--- src/rtl/wmch_pkg.sv ---
// ----------------------------------------------------------------------------
// wmch_pkg
// Shared widths, codes and control types of the windowed multichannel
// histogram.
// ----------------------------------------------------------------------------
package wmch_pkg;

  // item field widths
  localparam int ActionWidth   = 2;
  localparam int ModuleWidth   = 1;
  localparam int ChannelWidth  = 4;
  localparam int SampleWidth   = 14;
  localparam int BinCountWidth = 32;

  // configuration port
  localparam int LimitWidth    = 14;
  localparam int CfgIndexWidth = 1;

  localparam logic [CfgIndexWidth-1:0] CfgLowerLimit = 1'b0;
  localparam logic [CfgIndexWidth-1:0] CfgUpperLimit = 1'b1;

  localparam logic [LimitWidth-1:0] LowerLimitReset = 14'd100;
  localparam logic [LimitWidth-1:0] UpperLimitReset = 14'd7600;

  // default geometry of the store
  localparam int ModuleCountDefault  = 1;
  localparam int ChannelCountDefault = 16;
  localparam int BinCountDefault     = 8192;
  localparam int CountWidthDefault   = 32;

  // action codes
  localparam logic [ActionWidth-1:0] ActRecord = 2'd0;
  localparam logic [ActionWidth-1:0] ActRead   = 2'd1;
  localparam logic [ActionWidth-1:0] ActClear  = 2'd2;

  typedef struct packed {
    logic accept;
    logic rd_en;
    logic emit;
    logic clear_step;
  } ctrl_cmd_t;

  typedef struct packed {
    logic item_clear;
    logic clear_last;
    logic out_free;
  } ctrl_status_t;

endpackage

--- src/rtl/wmch_ctrl.sv ---
// ----------------------------------------------------------------------------
// wmch_ctrl
// Sequencer of the histogram: clearing sweep, item accept, bin lookup and
// result emit.
// ----------------------------------------------------------------------------
module wmch_ctrl (
  input  logic                  clk_i,
  input  logic                  rst_ni,
  input  logic                  in_valid_i,
  output logic                  in_ready_o,
  input  wmch_pkg::ctrl_status_t status_i,
  output wmch_pkg::ctrl_cmd_t    cmd_o
);
  import wmch_pkg::*;

  typedef enum logic [1:0] {
    StClear,
    StIdle,
    StLookup,
    StEmit
  } state_e;

  state_e state_q, state_d;
  logic   clear_item_q, clear_item_d;

  always_comb begin
    state_d      = state_q;
    clear_item_d = clear_item_q;
    cmd_o        = '0;
    in_ready_o   = 1'b0;
    unique case (state_q)
      StClear: begin
        cmd_o.clear_step = 1'b1;
        if (status_i.clear_last) begin
          // a clear item still owes its result, the reset sweep does not
          state_d = clear_item_q ? StEmit : StIdle;
        end
      end
      StIdle: begin
        in_ready_o = 1'b1;
        if (in_valid_i) begin
          cmd_o.accept = 1'b1;
          if (status_i.item_clear) begin
            state_d      = StClear;
            clear_item_d = 1'b1;
          end else begin
            state_d = StLookup;
          end
        end
      end
      StLookup: begin
        cmd_o.rd_en = 1'b1;
        state_d     = StEmit;
      end
      StEmit: begin
        if (status_i.out_free) begin
          cmd_o.emit   = 1'b1;
          clear_item_d = 1'b0;
          state_d      = StIdle;
        end
      end
      default: begin
        state_d = StIdle;
      end
    endcase
  end

  always_ff @(posedge clk_i or negedge rst_ni) begin
    if (!rst_ni) begin
      state_q      <= StClear;
      clear_item_q <= 1'b0;
    end else begin
      state_q      <= state_d;
      clear_item_q <= clear_item_d;
    end
  end

endmodule

--- config.mk ---
export PLATFORM = sky130hd
export DESIGN_NAME = wmch_ctrl
export DESIGN_NICKNAME = d
export VERILOG_FILES = /design/src/rtl/wmch_pkg.sv /design/src/rtl/wmch_ctrl.sv
export SDC_FILE = /design/constraint.sdc
export NUM_CORES = 1
export LEC_CHECK = 0
export ABC_AREA = 1
export BUFFER_PORTS_ARGS = -buffer_cell sky130_fd_sc_hd__buf_2
export CAP_MARGIN = 20
export CORE_AREA = 2 2 39 41
export DETAILED_ROUTE_END_ITERATION = 16
export DIE_AREA = 0 0 41 43
export PLACE_DENSITY_LB_ADDON = 0.15
export SLEW_MARGIN = 40
export SYNTH_ARGS = -nofsm -noshare
export SYNTH_HDL_FRONTEND = slang
export SYNTH_SLANG_ARGS = --single-unit
--- constraint.sdc ---
create_clock -name clk_i -period 1.1 [get_ports clk_i]
set_clock_uncertainty 0.2 [all_clocks]
set_input_delay 0.11 -clock clk_i [delete_from_list [all_inputs] [get_ports clk_i]]
set_output_delay 0.11 -clock clk_i [all_outputs]
set_load 0.02 [all_outputs]
==> results of run 1 <==
## cells in the mapped netlist (all sizes together)
library cell  number
a21oi              1
dfrtp              3
inv                8
nand2              9
nand3              4
nand4              1
nor2               4
nor3               1
o21ai              1
## report_power, final
part | switching, W | internal, W
combinational | 0.000439 | 0.000489
sequential | 0.000105 | 0.000174
clock | 0.0000541 | 0.000136
## timing repair
item,in CTS,in global routing
hold buffers,2,0
gates resized for setup,18,6
endpoints found under the hold margin,5,0
endpoints found under the setup margin,8,8
setup buffers,5,1
pin swaps,3,4
## routing by layer
layer / wire length [um] / vias up
li1: - / 146
met1: 222 / 125
met2: 334 / 6
met3: 24 / 0
met4: 0 / 0
met5: 0 / -
## cells by family after synthesis
logic type / after synthesis / synth area share
DFF: 3 / 0.375
AOI/OAI and AO/OA: 2 / 0.0500
buffers and inverters: 8 / 0.150
and+or+nand+nor: 19 / 0.425
## area by class of cell
cell class              count  area, um^2  area share
inverters                   8        32.5      0.0688
clock buffers               4        26.3      0.0556
well taps                  16        20.0      0.0423
repair buffers             19         169       0.357
flip-flops and latches      3        77.6       0.164
multi-input cells          21         148       0.312
## worst max-delay path: cells and delay by family (launching register included)
family                 cells  cell delay, ns
buffers and inverters      2            0.26
DFF                        1            0.46
and+or+nand+nor            1            0.09
## flip-flops by register name, summed over array words and instances, names as in the netlist
signal and count:
state_q 2, clear_item_q 1
## worst max path at each step
stage                                 from                endpoint
finish              state_q[0]$_DFFE_PN0P_                cmd_o[0]
global route        state_q[1]$_DFFE_PN0P_                cmd_o[2]
CTS                 state_q[0]$_DFFE_PN0P_                cmd_o[2]
detailed placement  state_q[0]$_DFFE_PN0P_                cmd_o[3]
global placement    state_q[0]$_DFFE_PN0P_                cmd_o[3]
floorplan           state_q[1]$_DFFE_PN0P_  state_q[1]$_DFFE_PN0P_
## stage by stage
step           cells  instance area (um^2)  hold WS, ns
2_1_floorplan     32                   226       -0.386
3_3_place_gp      59                   304       -0.289
3_5_place_dp      59                   304       -0.288
4_1_cts           70                   447      -0.0109
5_1_grt           71                   473       0.0138
6_report          71                   473     -0.00450
==> summary.md, run 1 <==
| Metric | Value |
|---|---|
| Nets@finish | `62` |
| Failing checks | `hold timing, setup timing` |
| Max stage delay on crit path | `0.46 ns` |
| Yosys cell types | `10` |
| Mapped Area | `200 um^2` |
| DRT antenna net count | `0` |
| Most frequent cells in the layout | `9 x buf_6, 7 x inv_1, 6 x nand2_1` |
| Number of synthesis warnings | `0` |
| Remaining Overflow, GRT | `0` |
| Pre-CTS setup slack | `-0.0940 ns` |
| Final setup vio count | `8` |
| Syn Area/Cell | `6.26 um^2` |
| Crit path capture type | `primary output` |
| Final Util | `0.342` |
| Vias in the first global route | `273` |
| Avg WL per Cell | `8.18 um` |
| Largest area contributor in the netlist | `dfrtp_1` |
| Port Buffer Count | `10` |
| Kind of critical path | `register to primary output` |
| Worst reg2reg path depth | `6` |
| Rel. slew slack | `0.876` |
| Detailed Route WL | `581 um` |
| Mapped Cells | `32` |
| Starting Density | `0.145` |
| Met2 Resource Use GR | `0.131` |
| Met1 global-route usage | `0.0897` |
| Worst r2r dst | `state_q[1]$_DFFE_PN0P_` |
| Syn_nets | `38` |
| Worst setup margin | `-0.253 ns` |
| # DRC | `0` |
| Top cells by area, synth | `dfrtp_1 38%, nand2_1 17%, inv_1 15%` |
| Required time of the critical path | `0.79 ns` |
| Layout cells sized above 1 | `0.618` |
| Most used cell, CP | `buf_6` |
| Die X | `41 um` |
| Post-synthesis sequential area ratio | `0.375` |
| Drt first pass iters | `4` |
| Pin slew with the least headroom to its limit | `0.186 ns` |
| Die ar. | `1760 um^2` |
| Clock Tree Root | `clkbuf_4` |
| Synth top area share | `0.375` |
| CTS Sinks | `3` |
| Crit start category | `register` |
| Pin count of the biggest net entering global routing | `7` |
| Pwr Total | `0.00140 W` |
| Status | `finished with violations` |
| Routability cong. | `0.632` |
| Worst hold-check path type | `primary input to async pin` |
| Tcrit/Tclk final | `1.23` |
| All-Layer GR Usage | `0.0853` |
| LEAKAGE | `0.246 nW` |
| Via count | `277` |
| Reg-to-reg startpoint | `state_q[0]$_DFFE_PN0P_` |
| Pwr dens | `2960 nW/um^2` |
| I/O pins | `11` |
| FP Rows | `14` |
| Min Tclk post-route | `1.35 ns` |
| Reg2Reg Setup Slack | `-0.16 ns` |
| Die Ht | `43 um` |
| RSZ-0062 raised after global routing | `true` |
| Max_cap viols | `0` |
| Commonest non-fill, non-tap cell in the layout | `buf_6` |
| Antenna violations before repair | `0` |
| Core area | `1380 um^2` |
| Global route hottest layer | `met2` |
| ANT cells | `0` |
| HPWL after DPL | `406 um` |
| Worst Hold Slack | `-0.00450 ns` |
| Yosys reg bits | `3` |
| CP arrival | `1.04 ns` |
| Clock Pin Slew Worst Setup and Hold Paths | `0.04 ns` |
| Clock Path Buffers | `2` |
| # H-tree levels | `1` |
| Initial DRC count | `2` |
| CTS buffer count | `3` |
| First-pass GRT wire length | `993 um` |
| Area Growth Syn to Fin | `136%` |
| CTS tree | `yes` |
| Fill count | `153` |
| Peak VDD IR | `0.000710 V` |
| Met3 Usage GRT | `0.0471` |
| Clock Latency Late Sink | `0.23 ns` |
| Via density per instance | `3.90` |
| Max stage delay cell, worst path | `dfrtp_2` |
| Setup tns final | `-1.58 ns` |
| Max-slew violation count | `0` |
| Hold Fails Final Rpt | `1` |
| Worst-path fanout max | `5` |
| Crit-path cells | `buf_6 > nor2_4 > buf_6` |
| Max Fclk | `0.739 GHz` |
(Power assumes the default switching activity.)
==> run 2, diff against run 1 <==
Settings changed: PLACE_DENSITY_LB_ADDON 0.15 to 0.1.
==> run 2 against run 1 <==
  * The run ends with setup timing left
  * Flip-flop and latch count unchanged
  * Combinational power down 20%
  * Register-to-register slack about the same
  * Maximum frequency down 0.42%
  * Non-clock buffer count down 3
  * Power down 14%
  * Worst hold slack better by 0.042 ns
  * First-iteration DRC count rose to 2.5 times the previous value
  * Largest cell class unchanged
  * Via count down 3.2%
  * Clock-buffer cell count unchanged
  * Sequential share of layout area up 2.4 points
==> summary.md, run 2 (synthesis gave the netlist of run 1 again) <==
| Metric | Value |
|---|---|
| I/O pins | `11 (unchanged)` |
| Detailed Route WL | `561 um (-3.4%)` |
| Status | `finished with violations` |
| CTS Sinks | `3 (unchanged)` |
| Most frequent cells in the layout | `8 x nand2_1, 7 x inv_1, 5 x buf_4` |
| Via density per instance | `3.94 (+1.0%)` |
| CTS buffer count | `3 (unchanged)` |
| All-Layer GR Usage | `0.0846 (-0.000664)` |
| Hold Fails Final Rpt | `0 (-1)` |
| Max-slew violation count | `0 (unchanged)` |
| Rel. slew slack | `0.870 (-0.00638)` |
| Worst Hold Depth | `4` |
| DRT antenna net count | `0 (unchanged)` |
| Placed cells | `59 (unchanged)` |
| Tcrit/Tclk final | `1.24 (+0.00522)` |
| Top reg by flops | `state_q` |
| Worst setup margin | `-0.259 ns (-0.00574 ns)` |
| Kind of critical path | `register to primary output` |
| Crit path capture type | `primary output` |
| Starting Density | `0.145 (unchanged)` |
| Final Util | `0.298 (-0.0434)` |
| Worst reg2reg path depth | `6 (unchanged)` |
| Pin slew with the least headroom to its limit | `0.196 ns (+0.00957 ns)` |
| Port Buffer Count | `10 (unchanged)` |
| Via count | `268 (-3.2%)` |
| Max reg flops | `2 (unchanged)` |
| Failing checks | `setup timing` |
| Final Cell Area | `413 um^2 (-13%)` |
| Remaining Overflow, GRT | `0 (unchanged)` |
| Worst hold-check path type | `primary input to register` |
| Setup tns final | `-1.53 ns (+0.0522 ns)` |
| Worst-path fanout max | `4 (-1)` |
| Max Fclk | `0.736 GHz (-0.42%)` |
| Vias in the first global route | `244 (-11%)` |
| Die Ht | `43 um (unchanged)` |
| Avg WL per Cell | `8.25 um (+0.82%)` |
| Die X | `41 um (unchanged)` |
| Core area | `1380 um^2 (unchanged)` |
| Pin count of the biggest net entering global routing | `8 (+1)` |
| Clock Tree Root | `clkbuf_4` |
| Placed Instance Area | `304 um^2 (unchanged)` |
| Required time of the critical path | `0.79 ns (about the same)` |
| Die ar. | `1760 um^2 (unchanged)` |
| Crit start category | `register` |
| FP Rows | `14 (unchanged)` |
| Clock Latency Late Sink | `0.23 ns (about the same)` |
| Layout cells sized above 1 | `0.481 (-0.137)` |
| First-pass GRT wire length | `917 um (-7.7%)` |
| Clock Path Buffers | `2 (unchanged)` |
| Pwr dens | `2900 nW/um^2 (-1.9%)` |
| Final setup vio count | `8 (unchanged)` |
| Max_cap viols | `0 (unchanged)` |
| HPWL after DPL | `439 um (+8.0%)` |
| Initial DRC count | `5 (+3)` |
| Drt first pass iters | `4 (unchanged)` |
| Area Growth Syn to Fin | `106%` |
| Clock Pin Slew Worst Setup and Hold Paths | `0.04 ns (about the same)` |
| # H-tree levels | `1 (unchanged)` |
| CP arrival | `1.05 ns (about the same)` |
| Min Tclk post-route | `1.36 ns (+0.00574 ns)` |
| Layout Cells excl Fill | `68 (-4.2%)` |
| Routability cong. | `0.730 (+15%)` |
| Antenna violations before repair | `0 (unchanged)` |
| # DRC | `0 (unchanged)` |
| Largest regs | `state_q x2, clear_item_q x1` |
| Nets@finish | `59 (-4.8%)` |
| Commonest non-fill, non-tap cell in the layout | `nand2_1` |
| Pre-CTS setup slack | `-0.107 ns (-0.0135 ns)` |
| ANT cells | `0 (unchanged)` |
| RSZ-0062 raised after global routing | `true` |
| LEAKAGE | `0.223 nW (-9.2%)` |
| Peak VDD IR | `0.000679 V (-4.4%)` |
| CTS tree | `yes` |
run 2: changes by cell type in the layout (fill, tap and decap cells not counted), sizes merged:
cell,delta
buf,-4
dlygate4sd3,+1
run 2: through the flow:
step	total power, W	hold WS [ns]
floorplan	0.000635	-0.386
global placement	0.000805	-0.291
detailed placement	0.000798	-0.288
CTS	0.00121	0.0356
global route	0.00131	0.0831
finish	0.00120	0.0376
run 2: timing repair:
action	in CTS	in global routing
hold buffers	3	0
buffers inserted	3	0
gates cloned	0	0
endpoints found under the setup margin	8	11
resized for setup	12	0
pin swaps	2	0
endpoints found under the hold margin	4	0
run 2: power by group:
part / leakage (nW) / switching, W / internal, W
logic: 0.175 / 0.000380 / 0.000359
clock network: 0.0150 / 0.0000599 / 0.000136
registers: 0.0334 / 0.0000876 / 0.000174
run 2: final cells by class:
cell class | instances | area [um^2]
well taps | 16 | 20.0
flip-flops and latches | 3 | 77.6
repair buffers | 16 | 133
multi-input cells | 21 | 126
clock buffers | 4 | 26.3
fillers | 153 | 971
inverters | 8 | 30.0
run 2: final timing paths:
path | from | end | slack [ns]
worst max-delay path | state_q[0]$_DFFE_PN0P_ | cmd_o[2] | -0.26
worst min-delay path | status_i[0] | state_q[1]$_DFFE_PN0P_ | 0.04
worst max register to register | state_q[0]$_DFFE_PN0P_ | state_q[1]$_DFFE_PN0P_ | -0.16
worst min register to register | clear_item_q$_DFFE_PN0P_ | clear_item_q$_DFFE_PN0P_ | 0.27
max in group asynchronous | rst_ni | state_q[0]$_DFFE_PN0P_ | 0.08
min in group asynchronous | rst_ni | state_q[1]$_DFFE_PN0P_ | 0.46
run 2: critical path: stages, from the launching register on:
cell	delay [ns]
dfrtp_2	0.42
buf_4	0.15
nor2_1	0.10
buf_4	0.15
run 2: per-layer routing:
metal	track usage	wire length (um)
met3	0.0628	45
met1	0.0844	230
met2	0.116	285
met5	0	0
met4	0.0600	0
